### src/sv/cpd_pkg.sv
// Shared constants, types and state codes for the closest pair distance block.
package cpd_pkg;

	localparam int MAX_POINTS = 1024;
	localparam int COORD_W    = 24;
	localparam int ADDR_W     = $clog2(MAX_POINTS);
	localparam int CNT_W      = ADDR_W + 1;
	localparam int DIFF_W     = COORD_W + 1;
	localparam int SQ_W       = 2 * DIFF_W;
	localparam int LIMIT_W    = 16;
	localparam int FRAC_W     = 8;
	localparam int LIM_EXT_W  = LIMIT_W + FRAC_W;
	localparam int LIM_SQ_W   = 2 * LIM_EXT_W;
	localparam int DIST_W     = 24;
	localparam int ROOT_W     = SQ_W + 2;
	localparam int ROOT_STEPS = ROOT_W / 2;
	localparam int STEP_W     = $clog2(ROOT_STEPS);
	localparam int Q_DEPTH    = 4;
	localparam int Q_PTR_W    = $clog2(Q_DEPTH);
	localparam int PADDR_W    = 3;
	localparam int PDATA_W    = 32;

	localparam logic [LIMIT_W-1:0] LIMIT_RESET = LIMIT_W'(10000);
	localparam logic                LIMIT_IDX   = 1'b0;

	typedef struct packed {
		logic signed [COORD_W-1:0] x;
		logic signed [COORD_W-1:0] y;
		logic                      last;
		logic                      store;
	} cmd_t;

	typedef struct packed {
		logic [DIST_W-1:0] min_distance;
		logic              is_infinite;
		logic              points_dropped;
	} res_t;

	typedef enum logic [2:0] {
		ST_IDLE,
		ST_RD_I,
		ST_WAIT_I,
		ST_PAIR,
		ST_DRAIN,
		ST_CHECK,
		ST_ROOT,
		ST_EMIT
	} back_state_t;

endpackage

### src/sv/cpd_front.sv
// Front end: takes point words, tracks set fill and tags each word store or drop.
module cpd_front (
	input  logic                         clk,
	input  logic                         arst_n,
	input  logic                         in_valid,
	input  logic signed [23:0]           point_x,
	input  logic signed [23:0]           point_y,
	input  logic                         last_point,
	input  logic                         q_full,
	output logic                         in_stall,
	output logic                         push,
	output cpd_pkg::cmd_t                cmd
);
	import cpd_pkg::*;

	logic [CNT_W-1:0] fill_q;

	assign in_stall = q_full;
	assign push     = in_valid & ~q_full;

	always_comb begin
		cmd.x     = point_x;
		cmd.y     = point_y;
		cmd.last  = last_point;
		cmd.store = (fill_q != CNT_W'(MAX_POINTS));
	end

	// count of the set seen so far; saturates at the store depth
	always_ff @(posedge clk or negedge arst_n) begin
		if (!arst_n) begin
			fill_q <= '0;
		end else if (push) begin
			if (last_point) begin
				fill_q <= '0;
			end else if (cmd.store) begin
				fill_q <= fill_q + CNT_W'(1);
			end
		end
	end

endmodule

### config.mk
export PLATFORM = sky130hd
export DESIGN_NAME = cpd_front
export DESIGN_NICKNAME = d
export VERILOG_FILES = /design/src/sv/cpd_pkg.sv /design/src/sv/cpd_front.sv
export SDC_FILE = /design/constraint.sdc
export NUM_CORES = 1
export LEC_CHECK = 0
export BUFFER_PORTS_ARGS = -buffer_cell sky130_fd_sc_hd__buf_2
export CORE_AREA = 8 8 48 88
export CTS_BUF_LIST = sky130_fd_sc_hd__clkbuf_8
export CTS_CLUSTER_DIAMETER = 30
export DETAILED_ROUTE_END_ITERATION = 10
export DIE_AREA = 0 0 56 96
export GPL_TIMING_DRIVEN = 0
export HOLD_SLACK_MARGIN = 0.12
export PLACE_DENSITY = 0.86
export SLEW_MARGIN = 25
export SYNTH_ARGS = -nofsm -noshare
export SYNTH_HDL_FRONTEND = slang
export SYNTH_SLANG_ARGS = --single-unit
### constraint.sdc
create_clock -name clk -period 1.9 [get_ports clk]
set_clock_uncertainty 0.05 [all_clocks]
set_input_delay 0 -clock clk [delete_from_list [all_inputs] [get_ports clk]]
set_output_delay 0 -clock clk [all_outputs]
set_load 0.01 [all_outputs]
==> reports/qor.csv <==
metric,value,unit
post-synthesis sequential area ratio,25.5,%
H-tree level count,1,
"antenna viol nets, final",0,
DR iter-0 viols,18,
Synth async-reset ratio,100,%
"most common cell after layout, fill and taps aside",buf_2,
Core Box Area,3120,µm²
Final setup viols,0,
Pwr per Cell Area,581,nW/µm²
post-route clock period utilization,91.8,%
synthesized net count,183,
Leakage,0.800,nW
HP Class,primary input to async pin,
flip-flop count of the largest register after layout,11,
wire per inst,13.6,µm
first-pass GRT wire length,4.50,mm
register bit total from synthesis,11,
"commonest non-fill, non-tap cells in the layout","56 x buf_2, 50 x buf_4, 13 x nand2_1",
initial core utilization,34.6,%
max incr delay on CP,0.45,ns
ANT cells,0,
die area,5380,µm²
Num CTS Buffers,3,
biggest registers after layout,fill_q x11,
DRC violations left,0,
status,"complete, no violations",
largest net degree at the start of global routing,12,
Setup TNS,0,ns
Vias,1043,
Non-Filler Instances,220,
# IOs,105,
critical-path maximum fanout,7,
via-per-instance ratio,4.74,
dpl cells,215,
final count of hold timing violations,0,
Compound-Gate Fraction of Synth Area,10.2,%
distinct cell type count after synthesis,29,
chip height,96,µm
largest family of logic cells by synthesized area,buffers and inverters,
CTS Sinks,11,
vias in the first global route,1109,
"EDFF count, synth",0,
CTS root buf,clkbuf_8,
Mapped Area,1080,µm²
RSZ-0062 raised after global routing,false,
GP Congestion,0.724,
share of cells above drive strength 1,61.9,%
Top delay family on crit path,simple AND/OR/NAND/NOR gates,
fillers,300,
overall routing resource usage,9.96,%
Worst Path Required,1.98,ns
critical-path cell list,nor4_2 -> nand4_2 -> o21ai_4 -> mux2_4,
Mapped Avg Cell Area,8.45,µm²
simple-gate share of the synthesized area,22.9,%
total grt overflow,0,
adder-cell area share of the yosys netlist,2.31,%
Worst path slowest cell,dfrtp_1,
mux contribution to synthesized area,2.31,%
Final Critical Period,1.74,ns
worst vdd ir,0.000304,V
dpl hpwl,2.56,mm
initial antenna violation count,0,
Post-Synth XOR/XNOR Area,0,%
Yosys warnings,0,
I/O Buffers,56,
Max Cap Viol,0,
Synth Instances,128,
Pins Over Slew Limit,0,
CP Launch Type,register,
"Clk pin slew, worst setup/hold paths",0.05,ns
# nets final,245,
clock latency on the worst-skew pair,0.24,ns
"Setup Fix Bufs, Post-CTS",0,
Worst-Margin Slew,0.446,ns
post-detailed-routing wire length,3.00,mm
Chip Width,56,µm
Buf/Inv on CP,0,
FMAX,0.573,GHz
CTS tree,yes,
main flop type after synthesis,dfrtp_1,
FP Rows,29,
Rel. slew slack,70.2,%
Critical Path AT,1.82,ns
Largest Register,fill_q,
CP Capture Type,register,
Crit Path Class,register to register,
clk buf depth,2,
Synth-to-Final Area Change,34.6,%
worst hold slack,0.116,ns
drt first pass iters,4,
[final timing paths]
check	start	to	slack, ns	cells past startpoint
worst min-delay path	arst_n	fill_q[5]	0.12	2
worst max-delay path	fill_q[7]	fill_q[0]	0.16	4
max in group asynchronous	arst_n	fill_q[8]	1.47	2
worst max register to register	fill_q[7]	fill_q[0]	0.16	4
worst min register to register	fill_q[1]	fill_q[1]	0.54	2
min in group clk	point_y[22]	cmd[24]	0.13	2
[routing by layer]
layer  vias to the layer above  global-route usage, %  wire, µm  part of all wire [%]
met1                       445                   9.06      1130                    38
met3                         7                   5.42       382                    13
met2                        85                   17.4      1410                    47
met5                         -                      0         0                     0
li1                        506                      -         -                     -
met4                         0                   5.24        75                   2.5
[through the flow]
step / power [mW] / setup slack (ns) / area [µm²] / util [%]
after global placement: 0.609 / 0.181 / 1400 / 44.9
after CTS: 0.850 / 0.144 / 1460 / 46.6
final: 0.845 / 0.155 / 1460 / 46.6
after global routing: 0.889 / 0.0960 / 1460 / 46.6
after detailed placement: 0.616 / 0.161 / 1400 / 44.9
after floorplan: 0.518 / 0.273 / 1080 / -
[where the power goes]
group	total [mW]	switching, mW	internal [mW]
Sequential	0.319	0.0513	0.268
Combinational	0.292	0.131	0.161
Clock	0.234	0.0917	0.142
Total	0.845	0.273	0.571
[layout make-up]
class | instances | area (µm²) | share of cell area [%]
multi-input cells | 61 | 408 | 28.0
plain buffers | 52 | 383 | 26.3
repair buffers | 57 | 290 | 19.9
flip-flops and latches | 11 | 275 | 18.9
clock buffers | 3 | 41.3 | 2.84
well taps | 31 | 38.8 | 2.67
inverters | 4 | 15.0 | 1.03
clock inverters | 1 | 3.75 | 0.258
[worst register-to-register path: cells and delay by family, from the launching register on]
family / cells / cell delay, ns
simple gates: 2 / 0.60
compound gates: 1 / 0.22
flops: 1 / 0.45
mux: 1 / 0.31
[kinds of logic (layout without fill, tap and decap cells)]
kind of cell    Yosys count  count (layout)
mux                       2               2
flops                    11              11
buf+inv                  56             117
fa+ha+maj                 2               2
compound gates           15              15
simple gates             42              42
[cells in the mapped netlist (3+ instances only)]
master	instances	area, µm²
dfrtp_1	11	275
nand2_1	13	48.8
nand3_1	5	25.0
nor3_1	7	35.0
nand2b_1	3	18.8
nor2_1	3	11.3
inv_1	4	15.0
or3b_1	3	26.3
a21oi_1	3	15.0
buf_4	50	375
[what timing repair did]
action	CTS	global route
resized for setup	0	0
endpoints found under the hold margin	11	0
hold buffers	1	0
endpoints found under the setup margin	0	0
Note: power is estimated with default switching activity, not from simulation.
