$ cat src/sv/cpd_pkg.sv
// Shared constants, types and state codes for the closest pair distance block.
package cpd_pkg;

	localparam int MAX_POINTS = 1024;
	localparam int COORD_W    = 24;
	localparam int ADDR_W     = $clog2(MAX_POINTS);
	localparam int CNT_W      = ADDR_W + 1;
	localparam int DIFF_W     = COORD_W + 1;
	localparam int SQ_W       = 2 * DIFF_W;
	localparam int LIMIT_W    = 16;
	localparam int FRAC_W     = 8;
	localparam int LIM_EXT_W  = LIMIT_W + FRAC_W;
	localparam int LIM_SQ_W   = 2 * LIM_EXT_W;
	localparam int DIST_W     = 24;
	localparam int ROOT_W     = SQ_W + 2;
	localparam int ROOT_STEPS = ROOT_W / 2;
	localparam int STEP_W     = $clog2(ROOT_STEPS);
	localparam int Q_DEPTH    = 4;
	localparam int Q_PTR_W    = $clog2(Q_DEPTH);
	localparam int PADDR_W    = 3;
	localparam int PDATA_W    = 32;

	localparam logic [LIMIT_W-1:0] LIMIT_RESET = LIMIT_W'(10000);
	localparam logic                LIMIT_IDX   = 1'b0;

	typedef struct packed {
		logic signed [COORD_W-1:0] x;
		logic signed [COORD_W-1:0] y;
		logic                      last;
		logic                      store;
	} cmd_t;

	typedef struct packed {
		logic [DIST_W-1:0] min_distance;
		logic              is_infinite;
		logic              points_dropped;
	} res_t;

	typedef enum logic [2:0] {
		ST_IDLE,
		ST_RD_I,
		ST_WAIT_I,
		ST_PAIR,
		ST_DRAIN,
		ST_CHECK,
		ST_ROOT,
		ST_EMIT
	} back_state_t;

endpackage

$ cat src/sv/cpd_queue.sv
// Short command queue between the front end and the search engine.
module cpd_queue (
	input  logic          clk,
	input  logic          arst_n,
	input  logic          push,
	input  cpd_pkg::cmd_t push_cmd,
	input  logic          pop,
	output cpd_pkg::cmd_t head_cmd,
	output logic          full,
	output logic          empty
);
	import cpd_pkg::*;

	cmd_t               entry_q [Q_DEPTH];
	logic [Q_PTR_W-1:0] wr_ptr_q;
	logic [Q_PTR_W-1:0] rd_ptr_q;
	logic [Q_PTR_W:0]   level_q;

	assign full     = (level_q == (Q_PTR_W+1)'(Q_DEPTH));
	assign empty    = (level_q == '0);
	assign head_cmd = entry_q[rd_ptr_q];

	always_ff @(posedge clk) begin
		if (push) begin
			entry_q[wr_ptr_q] <= push_cmd;
		end
	end

	always_ff @(posedge clk or negedge arst_n) begin
		if (!arst_n) begin
			wr_ptr_q <= '0;
			rd_ptr_q <= '0;
			level_q  <= '0;
		end else begin
			if (push) begin
				wr_ptr_q <= wr_ptr_q + Q_PTR_W'(1);
			end
			if (pop) begin
				rd_ptr_q <= rd_ptr_q + Q_PTR_W'(1);
			end
			case ({push, pop})
				2'b10:   level_q <= level_q + (Q_PTR_W+1)'(1);
				2'b01:   level_q <= level_q - (Q_PTR_W+1)'(1);
				default: level_q <= level_q;
			endcase
		end
	end

endmodule

$ cat config.mk
export PLATFORM = sky130hd
export DESIGN_NAME = cpd_queue
export DESIGN_NICKNAME = d
export VERILOG_FILES = /design/src/sv/cpd_pkg.sv /design/src/sv/cpd_queue.sv
export SDC_FILE = /design/constraint.sdc
export NUM_CORES = 1
export LEC_CHECK = 0
export ABC_AREA = 0
export ABC_CLOCK_PERIOD_IN_PS = 3950
export BUFFER_PORTS_ARGS = -buffer_cell sky130_fd_sc_hd__buf_2
export CAP_MARGIN = 20
export CORE_MARGIN = 2
export CORE_UTILIZATION = 64
export CTS_BUF_LIST = sky130_fd_sc_hd__clkbuf_8
export CTS_CLUSTER_SIZE = 10
export DETAILED_ROUTE_END_ITERATION = 8
export PLACE_DENSITY_LB_ADDON = 0.15
export SKIP_CTS_REPAIR_TIMING = 1
export SLEW_MARGIN = 20
export SYNTH_ARGS = -nofsm -noshare
export SYNTH_HDL_FRONTEND = slang
export SYNTH_SLANG_ARGS = --single-unit
$ cat constraint.sdc
create_clock -name clk -period 3.95 [get_ports clk]
set_clock_uncertainty 0.2 [all_clocks]
set_input_delay 0.1975 -clock clk [delete_from_list [all_inputs] [get_ports clk]]
set_output_delay 0.1975 -clock clk [all_outputs]
set_load 0.01 [all_outputs]
==> impl_metrics.csv <==
group,metric,value,unit
synth,synth_seq_cells,207,
run_status,status,"finished clean",
final_layout,postLayoutCoreUtil,0.816,
sta,slew_viol_final,0,
synth,yosysUniqueCellTypes,19,
sta,tightest_slew,756,ps
drt,drt_iter0_drc,251,
drt,routed_via_density,5.66,
final_layout,finalNetCount,549,
final_layout,n_fill_cell,532,
sta,fmax,370,MHz
die,die_x,114,um
power,power_frac_clock,0.248,
power,sequentialPowerShare,0.475,
critical_path,crit_type,"reg2out",
power,p_switching,1.89,mW
die,rows,39,
die,die_h,114,um
final_layout,drive_above_1_share,0.404,
sta,hold_viol,0,
global_route,grt_pass1_wl,19500,um
final_layout,area_growth,23.0,%
clock_network,cts_buffer_depth,3,
power,p_per_area,692,nW/um^2
global_route,grt_max_degree,53,
sta,period_share,0.685,
power,p_int,4.65,mW
global_route,first_global_vias,3756,
clock_network,clockRootBuffer,"clkbuf_8",
place,portBuffers,105,
clock_network,cts.clk_slew.worst_paths,60,ps
clock_network,cts_sinks,207,
sta,setup_slack,1240,ps
drt,wl,13700,um
synth,syn_nets,359,
place,gp_congestion,0.749,
clock_network,numCtsBuffers,34,
drt,route.detailed.drc,0,
die,core_area,11600,um^2
die,start_util,0.664,
final_layout,layout_commonest_cell,"edfxtp_1",
synth,synth.avg_cell_area,25.7,um^2
power,p_leak,3.40,nW
sta,max_slew_margin,0.496,
min_path,hp-class,"in2reg",
drt,ant_nets,0,
critical_path,start_kind,"flop",
critical_path,cp-end-kind,"output pin",
die,io_pins,106,
sta,setup_tns,0,ps
critical_path,cp.arrival,2310,ps
clock_network,cts.htree.levels,2,
place,dp_hpwl,7250,um
sta,rsz0062_at_grt,"no",
critical_path,crit_fanout,28,
place,dp_cells,541,
place,pre_cts_ws,1580,ps
power,swShare,0.289,
global_route,track_usage,0.202,
global_route,grt-ovfl-total,0,
drt,vias,3686,
sta,setup_viol,0,
power,power_frac_comb,0.278,
final_layout,final_cell_mix,"200 x edfxtp_1, 105 x buf_2, 54 x dlygate4sd3_1",
synth,syn_inst,299,
clock_network,cts_tree,"built",
synth,netlist_area,7670,um^2
critical_path,rr_startpoint,"wr_ptr_q[0]",
clock_network,clk_latency,470,ps
die,dieArea,12900,um^2
drt,routedWlPerCell,21.0,um
power,ir_drop,0.443,mV
critical_path,worstPathRequired,3550,ps
final_layout,diodes,0,
synth,ys_seq_area_frac,0.805,
final_layout,fin_cells,651,
drt,firstDrtPassIters,4,
global_route,antenna_found_initial,0,
critical_path,critPathLaunch,"rd_ptr_q[0]",
job,cap_violations,0,
min_path,hold_start,"push_cmd[48]",
sta,post-route-min-period,2710,ps
synth,yosys_warnings,0,
==> final timing paths <==
path                       depth (start not counted)  slack (ps)              to
setup / recovery                                   3        1240     head_cmd[0]
hold / removal                                     2         280  entry_q[3][48]
setup reg to reg                                   3        1740  entry_q[3][36]
hold reg to reg                                    1         310      level_q[2]
max in group asynchronous                          3        2760     rd_ptr_q[0]
min in group asynchronous                          3         520     rd_ptr_q[0]
==> cell families after synthesis <==
family | after synthesis | share of synthesized area
mux | 50 | 0.148
fa+ha+maj | 6 | 0.0108
compound gates | 2 | 0.00130
flops | 207 | 0.805
buf+inv | 18 | 0.0212
simple gates | 10 | 0.00668
xor+xnor | 6 | 0.00685
==> registers in the layout, indices dropped and copies added, names as in the netlist <==
| name | cells |
|---|---|
| entry_q | 200 |
| level_q | 3 |
| rd_ptr_q | 2 |
| wr_ptr_q | 2 |
==> cell type report <==
type / instances / area (um^2) / area share
clock inverters: 17 / 65.1 / 0.00689
multi-input cells: 74 / 1340 / 0.141
well taps: 143 / 179 / 0.0190
clock buffers: 38 / 523 / 0.0554
inverters: 6 / 22.5 / 0.00239
flip-flops and latches: 207 / 6190 / 0.655
repair buffers: 166 / 1130 / 0.120
==> power groups by stage <==
stage	Clock [mW]	Sequential (mW)	Combinational (mW)
final	1.62	3.10	1.82
after global placement	0	3.20	1.66
after floorplan	0	3.00	1.36
after detailed placement	0	3.23	1.69
after global routing	1.74	3.15	1.95
after CTS	1.63	3.19	1.70
==> metrics by stage <==
step	hold slack (ps)	total power [mW]	instance area, um^2
after CTS	-663	6.52	8880
after floorplan	-298	4.36	7670
after detailed placement	-165	4.92	8290
final	284	6.54	9440
after global placement	-166	4.86	8290
after global routing	267	6.84	9440
==> critical path, cell delays in order (launching register included) <==
cell and delay, ps:
dfrtp_4 790, buf_12 310, mux4_1 580, buf_2 150
==> cells in the mapped netlist <==
library cell | count | area [um^2]
ha_1 | 5 | 62.6
mux4_1 | 2 | 52.6
nand2_1 | 3 | 11.3
o21ai_0 | 2 | 10.0
and2_1 | 4 | 25.0
buf_2 | 5 | 25.0
dfrtp_1 | 7 | 175
and3_1 | 1 | 6.26
mux4_2 | 48 | 1080
xnor2_1 | 2 | 17.5
fa_1 | 1 | 20.0
clkbuf_1 | 1 | 3.75
buf_12 | 5 | 100
inv_1 | 6 | 22.5
buf_6 | 1 | 11.3
nor3_1 | 1 | 5.00
nor2_1 | 1 | 3.75
xor2_1 | 4 | 35.0
edfxtp_1 | 200 | 6010
==> layer usage <==
| metal | routed length (um) | up-vias | track usage |
|---|---|---|---|
| met4 | 139 | 0 | 0.0593 |
| met3 | 738 | 15 | 0.0526 |
| met1 | 5580 | 1904 | 0.263 |
| met2 | 7200 | 119 | 0.345 |
| li1 | - | 1648 | - |
| met5 | 0 | - | 0 |
No activity file was read; power rests on OpenSTA's default activity.
